## src/design/tvefr_pkg.sv

```systemverilog
`timescale 1ns / 1ps
// Shared types and constants for the triple-vote escaped frame receiver.
// No dependencies; imported by every module of the block.
package tvefr_pkg;

  localparam int BYTE_W = 8;
  localparam int POS_W  = 6;
  localparam int IDX_W  = 2;

  typedef logic [BYTE_W-1:0] byte_t;

  // configuration register indexes
  typedef enum logic [IDX_W-1:0] {
    REG_ESCAPE = 2'd0,
    REG_START  = 2'd1,
    REG_STOP   = 2'd2
  } reg_idx_t;

  localparam byte_t ESCAPE_RST = 8'h11;
  localparam byte_t START_RST  = 8'h21;
  localparam byte_t STOP_RST   = 8'h31;

  // result kinds
  localparam logic KIND_PAYLOAD = 1'b0;
  localparam logic KIND_END     = 1'b1;

  typedef struct packed {
    byte_t escape_code;
    byte_t start_code;
    byte_t stop_code;
  } codes_t;

  // one resolved symbol from the vote window
  typedef struct packed {
    logic  valid;
    byte_t value;
  } sym_t;

  typedef struct packed {
    logic             valid;
    logic             kind;
    byte_t            data;
    logic [POS_W-1:0] position;
    logic             overflow;
  } res_t;

endpackage

```

## src/design/tvefr_vote.sv

```systemverilog
`timescale 1ns / 1ps
// Three-byte vote window: collects raw bytes and resolves at most one symbol per full window.
// Depends on tvefr_pkg.
module tvefr_vote
  import tvefr_pkg::*;
(
  input  logic  clk,
  input  logic  rst_n,
  input  logic  step,
  input  byte_t rx_byte,
  input  logic  in_message,
  output sym_t  sym
);

  byte_t      w0_r, w1_r, w0_nxt, w1_nxt;
  logic [1:0] fill_r, fill_nxt;
  logic       ok;
  byte_t      value;

  always_comb begin
    ok    = 1'b0;
    value = w0_r;
    if (in_message) begin
      // two of three: oldest byte wins ties
      if (w0_r == w1_r || w0_r == rx_byte) begin
        ok    = 1'b1;
        value = w0_r;
      end else if (w1_r == rx_byte) begin
        ok    = 1'b1;
        value = w1_r;
      end
    end else begin
      ok = (w0_r == w1_r) && (w0_r == rx_byte);
    end
  end

  always_comb begin
    w0_nxt    = w0_r;
    w1_nxt    = w1_r;
    fill_nxt  = fill_r;
    sym.valid = 1'b0;
    sym.value = value;
    if (step) begin
      case (fill_r)
        2'd0: begin
          w0_nxt   = rx_byte;
          fill_nxt = 2'd1;
        end
        2'd1: begin
          w1_nxt   = rx_byte;
          fill_nxt = 2'd2;
        end
        default: begin
          if (ok) begin
            sym.valid = 1'b1;
            fill_nxt  = 2'd0;
          end else begin
            // slide by one byte
            w0_nxt   = w1_r;
            w1_nxt   = rx_byte;
            fill_nxt = 2'd2;
          end
        end
      endcase
    end
  end

  always_ff @(posedge clk) begin
    if (!rst_n) begin
      fill_r <= 2'd0;
    end else begin
      fill_r <= fill_nxt;
    end
  end

  always_ff @(posedge clk) begin
    w0_r <= w0_nxt;
    w1_r <= w1_nxt;
  end

endmodule

```

## src/design/tvefr_deframer.sv

```systemverilog
`timescale 1ns / 1ps
// Framing state machine: start/escape/stop handling, payload positions, overflow.
// Depends on tvefr_pkg.
module tvefr_deframer
  import tvefr_pkg::*;
#(
  parameter int MAX_MESSAGE = 32
) (
  input  logic   clk,
  input  logic   rst_n,
  input  sym_t   sym,
  input  codes_t codes,
  output logic   in_message,
  output res_t   res
);

  localparam int LEN_W = $clog2(MAX_MESSAGE + 1);
  localparam int EXT_W = (LEN_W > POS_W) ? LEN_W : POS_W;
  localparam logic [LEN_W-1:0] LEN_MAX = LEN_W'(MAX_MESSAGE);

  logic             in_msg_r, in_msg_nxt;
  logic             esc_r, esc_nxt;
  logic [LEN_W-1:0] len_r, len_nxt;
  logic             exc_r, exc_nxt;
  logic [EXT_W-1:0] len_ext;
  logic             store;

  assign in_message = in_msg_r;
  assign len_ext    = EXT_W'(len_r);

  always_comb begin
    in_msg_nxt   = in_msg_r;
    esc_nxt      = esc_r;
    len_nxt      = len_r;
    exc_nxt      = exc_r;
    store        = 1'b0;
    res.valid    = 1'b0;
    res.kind     = KIND_PAYLOAD;
    res.data     = sym.value;
    res.position = len_ext[POS_W-1:0];
    res.overflow = 1'b0;
    if (sym.valid) begin
      if (in_msg_r) begin
        if (esc_r) begin
          esc_nxt = 1'b0;
          store   = 1'b1;
        end else if (sym.value == codes.escape_code) begin
          esc_nxt = 1'b1;
        end else if (sym.value == codes.stop_code) begin
          in_msg_nxt   = 1'b0;
          res.valid    = 1'b1;
          res.kind     = KIND_END;
          res.data     = '0;
          res.overflow = exc_r;
        end else begin
          store = 1'b1;
        end
      end else if (sym.value == codes.start_code) begin
        in_msg_nxt = 1'b1;
        esc_nxt    = 1'b0;
        len_nxt    = '0;
        exc_nxt    = 1'b0;
      end
    end
    if (store) begin
      if (len_r < LEN_MAX) begin
        res.valid = 1'b1;
        len_nxt   = len_r + 1'b1;
      end else begin
        exc_nxt = 1'b1;
      end
    end
  end

  always_ff @(posedge clk) begin
    if (!rst_n) begin
      in_msg_r <= 1'b0;
      esc_r    <= 1'b0;
      len_r    <= '0;
      exc_r    <= 1'b0;
    end else begin
      in_msg_r <= in_msg_nxt;
      esc_r    <= esc_nxt;
      len_r    <= len_nxt;
      exc_r    <= exc_nxt;
    end
  end

  a_len_bound: assert property (@(posedge clk) disable iff (!rst_n)
    len_r <= LEN_MAX) else $error("message length beyond capacity");

  a_exc_full: assert property (@(posedge clk) disable iff (!rst_n)
    exc_r |-> len_r == LEN_MAX) else $error("overflow flagged before capacity reached");

  a_esc_in_msg: assert property (@(posedge clk) disable iff (!rst_n)
    esc_r |-> in_msg_r) else $error("escape pending outside a message");

endmodule

```

## src/design/triple_vote_escaped_frame_receiver.sv

```systemverilog
`timescale 1ns / 1ps
// A byte accepted into the input register has its result, if any, registered into the result register when it steps.
// Throughput: one byte per cycle while no result stalls; the input register and result register each hold one beat.
// A stalled result backs up into the input register, then in_stall rises.
// Reset (synchronous, rst_n low): window empty, idle, codes back to 0x11/0x21/0x31.
// Depends on tvefr_pkg, tvefr_vote and tvefr_deframer.
module triple_vote_escaped_frame_receiver
  import tvefr_pkg::*;
#(
  parameter int MAX_MESSAGE = 32
) (
  input  logic             clk,
  input  logic             rst_n,
  input  logic             in_valid,
  output logic             in_stall,
  input  byte_t            in_rx_byte,
  output logic             out_valid,
  input  logic             out_stall,
  output logic             out_kind,
  output byte_t            out_data,
  output logic [POS_W-1:0] out_position,
  output logic             out_overflow,
  input  logic             cfg_valid,
  output logic             cfg_ready,
  input  logic [IDX_W-1:0] cfg_index,
  input  byte_t            cfg_data
);

  codes_t codes_r, codes_nxt;
  logic   s1_valid_r, s1_valid_nxt;
  byte_t  s1_byte_r, s1_byte_nxt;
  res_t   out_r, out_nxt;
  logic   out_valid_r, out_valid_nxt;
  logic   adv, step, in_message;
  sym_t   sym;
  res_t   res;

  assign cfg_ready = 1'b1;

  always_comb begin
    codes_nxt = codes_r;
    if (cfg_valid && cfg_ready) begin
      case (cfg_index)
        REG_ESCAPE: codes_nxt.escape_code = cfg_data;
        REG_START:  codes_nxt.start_code  = cfg_data;
        REG_STOP:   codes_nxt.stop_code   = cfg_data;
        default:    codes_nxt = codes_r;
      endcase
    end
  end

  // result register free or draining this cycle
  assign adv      = !out_valid_r || !out_stall;
  assign step     = s1_valid_r && adv;
  assign in_stall = s1_valid_r && !adv;

  always_comb begin
    s1_valid_nxt = s1_valid_r;
    s1_byte_nxt  = s1_byte_r;
    if (!in_stall) begin
      s1_valid_nxt = in_valid;
      if (in_valid) begin
        s1_byte_nxt = in_rx_byte;
      end
    end
  end

  tvefr_vote u_vote (
    .clk        (clk),
    .rst_n      (rst_n),
    .step       (step),
    .rx_byte    (s1_byte_r),
    .in_message (in_message),
    .sym        (sym)
  );

  tvefr_deframer #(
    .MAX_MESSAGE (MAX_MESSAGE)
  ) u_deframer (
    .clk        (clk),
    .rst_n      (rst_n),
    .sym        (sym),
    .codes      (codes_r),
    .in_message (in_message),
    .res        (res)
  );

  always_comb begin
    out_valid_nxt = out_valid_r;
    out_nxt       = out_r;
    if (adv) begin
      out_valid_nxt = step && res.valid;
      if (step && res.valid) begin
        out_nxt = res;
      end
    end
  end

  always_ff @(posedge clk) begin
    if (!rst_n) begin
      codes_r.escape_code <= ESCAPE_RST;
      codes_r.start_code  <= START_RST;
      codes_r.stop_code   <= STOP_RST;
      s1_valid_r          <= 1'b0;
      out_valid_r         <= 1'b0;
    end else begin
      codes_r     <= codes_nxt;
      s1_valid_r  <= s1_valid_nxt;
      out_valid_r <= out_valid_nxt;
    end
  end

  always_ff @(posedge clk) begin
    s1_byte_r <= s1_byte_nxt;
    out_r     <= out_nxt;
  end

  assign out_valid    = out_valid_r;
  assign out_kind     = out_r.kind;
  assign out_data     = out_r.data;
  assign out_position = out_r.position;
  assign out_overflow = out_r.overflow;

  a_stall_cause: assert property (@(posedge clk) disable iff (!rst_n)
    in_stall |-> out_valid_r && out_stall) else $error("input stalled with free result register");

  a_payload_no_ovf: assert property (@(posedge clk) disable iff (!rst_n)
    out_valid_r && out_r.kind == KIND_PAYLOAD |-> !out_r.overflow)
    else $error("overflow flag on a payload beat");

  a_end_zero_data: assert property (@(posedge clk) disable iff (!rst_n)
    out_valid_r && out_r.kind == KIND_END |-> out_r.data == '0)
    else $error("end beat carries nonzero data");

  a_reset_empty: assert property (@(posedge clk)
    !rst_n |=> !out_valid_r && !s1_valid_r) else $error("pipeline not empty after reset");

endmodule
```

## config.mk

```make
export PLATFORM = sky130hd
export DESIGN_NAME = triple_vote_escaped_frame_receiver
export DESIGN_NICKNAME = d
export VERILOG_FILES = /design/src/design/tvefr_pkg.sv /design/src/design/tvefr_vote.sv /design/src/design/tvefr_deframer.sv /design/src/design/triple_vote_escaped_frame_receiver.sv
export SDC_FILE = /design/constraint.sdc
export NUM_CORES = 1
export LEC_CHECK = 0
export ABC_AREA = 1
export BUFFER_PORTS_ARGS = -buffer_cell sky130_fd_sc_hd__buf_2
export CAP_MARGIN = 25
export CORE_ASPECT_RATIO = 0.5
export CORE_UTILIZATION = 25
export CTS_CLUSTER_SIZE = 28
export DETAILED_ROUTE_END_ITERATION = 12
export PLACE_DENSITY = 0.46
export RECOVER_POWER = 25
export SKIP_LAST_GASP = 1
export SLEW_MARGIN = 25
export SYNTH_ARGS = -nofsm -noshare
export SYNTH_HDL_FRONTEND = slang
export SYNTH_SLANG_ARGS = --single-unit
```

## constraint.sdc

```tcl
create_clock -name clk -period 2.5 [get_ports clk]
set_input_delay 0.25 -clock clk [delete_from_list [all_inputs] [get_ports clk]]
set_output_delay 0.25 -clock clk [all_outputs]
set_load 0.01 [all_outputs]
```

==> out/metrics.yaml <==
outcome: "finished with violations"
violations: "design-rule violations"
fill_cells: 1638
die-area_um2: 16400
wl_per_cell_um: 13.28
cp_max_fo: 12
yosys.area.top_type: "edfxtp_1"
worstSetupStartpointType: "register"
grt_pass1_vias: 3258
p_seq_share_pct: 45.6
vias_per_cell: 4.292
grt_pass1_wl_mm: 16.77
reg2reg_depth: 18
skew_ns: 0.008714
n_antenna_cell: 0
synth-edff-count: 40
rsz0062_at_grt: "true"
clkTransAtPathRegs_ns: 0.06
switching_share_pct: 25.30
ys_seq_area_share_pct: 48.96
min_path_type: "in2reg"
cts_buffers: 9
final_core_util_pct: 33.74
ctsHoldBuffers: 0
intPower_mw: 2.315
p_leak_nw: 2.261
grt_usage_pct: 13.13
fmax_mhz: 400.2
drc: 1
fin_crit_sh_pct: 99.94
clkPwrFrac_pct: 43.4
drtAntennaViolNets: 0
clock-root-buffer: "clkbuf_16"
avgSynthCellArea_um2: 8.195
coreArea_um2: 15450
grt_max_degree: 28
dp.cells: 747
place.gp.congestion: 0.8239
dpl.hpwl_mm: 7.660
p_sw_mw: 0.7839
cts_buffer_depth: 2
num_vias: 3339
rows: 32
io_pins: 42
start_util_pct: 25.66
stdcell_count: 778
finalSetupViolations: 0
clk_latency_ns: 0.34
fp.dieH_um: 91.07
synth-seq-cells: 77
maxCapViolCount: 0
slew_violations: 0
cts_tree: "yes"
synth_nets: 508
htree_levels: 3
hold_violations: 0
peakVddDrop_uv: 325.5
overflow: 0
antenna_found_initial: 0
critical_path_class: "reg2reg"
total_power_mw: 3.099
nets: 594
area_growth_pct: 31.45
drtIter0Drc: 227
async_flop_share_pct: 0
power_density_nw_per_um2: 594.3
tns_ns: 0
yosys-top-cells-area: "edfxtp_1, dfxtp_1, nand2_1, inv_1, nand3_1"
min_path_cells: 1
cp_data_arrival_time_ns: 2.56
synth_top_area_share_pct: 30.28
relSlewSlack_pct: 65.47
yosysWarnings: 0
worst_slew_pin_slew_ns: 0.5174
firstDrtPassIters: 8
final_area_um2: 5214
p_comb_share_pct: 11.0
ys_types: 32
io_buffers: 40
layout-drive-gt1-share_pct: 30.14
placed_area_um2: 4597
worstPathRequired_ns: 2.56
synthTopCellsByCount: "nand2_1, inv_1, edfxtp_1, nand3_1, dfxtp_1"
syn-cell-area_um2: 3966
wirelength_mm: 10.33
end_kind: "register"
min_period_ns: 2.499
die_w_um: 180.1
syn_inst: 484
numClockSinks: 77
synth_most_common_cell: "nand2_1"
ys.flop_type: "edfxtp_1"
worst paths after layout:
kind                                startpoint               to  slack, ns
worst max-delay path            u_vote.w1_r[4]  out_position[2]      0.001
worst min-delay path             in_rx_byte[6]     s1_byte_r[6]       0.08
worst max register to register  u_vote.w1_r[4]  out_position[2]      0.001
worst min register to register      codes_r[3]       codes_r[3]       0.47
metrics by stage:
step                worst slack, ns  hold WS, ns
detailed placement          -0.1035       0.4287
finish                     0.001475      0.08151
CTS                         0.01679      0.07273
floorplan                 0.0006501       0.3489
global placement           -0.08304       0.4283
global route                -0.1388      0.07671
worst max-delay path: stages (launching register included):
cell and delay (ns):
edfxtp_1 0.43, xnor2_2 0.25, nand2_4 0.10, nor2_4 0.25, nand3_2 0.12, nand2_2 0.10, nand2_4 0.06, nand2_4 0.08
nand2_2 0.05, nand2_2 0.06, inv_2 0.03, nand2_2 0.07, nor2_4 0.05, nand2_2 0.10, nand2_2 0.08, nand2_4 0.07
nand3_4 0.08, nand2_4 0.10, buf_12 0.13
state kept, by name (all words and copies together), names as in the netlist:
register / flops
codes_r: 24
out_data: 8
out_kind: 1
out_overflow: 1
out_position: 6
out_valid: 1
s1_byte_r: 8
s1_valid_r: 1
u_deframer.esc_r: 1
u_deframer.exc_r: 1
u_deframer.in_message: 1
u_deframer.len_ext: 6
u_vote.fill_r: 2
u_vote.w0_r: 8
u_vote.w1_r: 8
placed cells by master (no fill, tap or decap), types with 14 or more instances in the layout:
master / instances
nand2_1: 105
inv_1: 53
buf_2: 40
edfxtp_1: 40
dfxtp_1: 37
buf_4: 34
nor2_1: 30
nand2_2: 30
nand3_1: 30
o21ai_0: 26
a21oi_1: 22
nand2_4: 16
nand4_1: 14
metal layers:
metal | track usage [%] | part of all wire, % | vias to the layer above
met5 | 0 | 0 | -
met4 | 4.060 | 0.84 | 0
met3 | 3.570 | 3.3 | 9
met2 | 20.46 | 44 | 50
met1 | 17.65 | 52 | 1528
li1 | - | - | 1752
repair_timing:
action	4_1_cts	5_1_grt
pin swaps	0	24
gates cloned	0	1
hold endpoints to repair	0	0
setup endpoints to repair	27	35
gates resized for setup	2	54
setup buffers	3	12
power by group through the flow:
| stage | sequential (mW) | clock, mW | combinational [mW] |
|---|---|---|---|
| after CTS | 1.41 | 1.38 | 0.313 |
| final | 1.41 | 1.35 | 0.341 |
| after global routing | 1.42 | 1.43 | 0.385 |
| after global placement | 1.44 | 0 | 0.305 |
| after floorplan | 1.43 | 0 | 0.202 |
| after detailed placement | 1.44 | 0 | 0.306 |
area by class of cell:
class	instances	area (um2)	share of cell area [%]
well taps	204	255.2	4.896
clock inverters	5	57.56	1.104
multi-input cells	338	1972	37.82
inverters	62	235.2	4.512
flip-flops and latches	77	1942	37.24
clock buffers	10	239.0	4.584
repair buffers	82	513.0	9.839
cell families after synthesis:
group,share of synthesized area (%)
compound gates,7.540
xor+xnor,4.416
fa+ha+maj,0.3154
buf+inv,6.877
flops,48.96
other cells,0.09455
simple gates,31.80
Note: power is estimated with default switching activity, not from simulation.
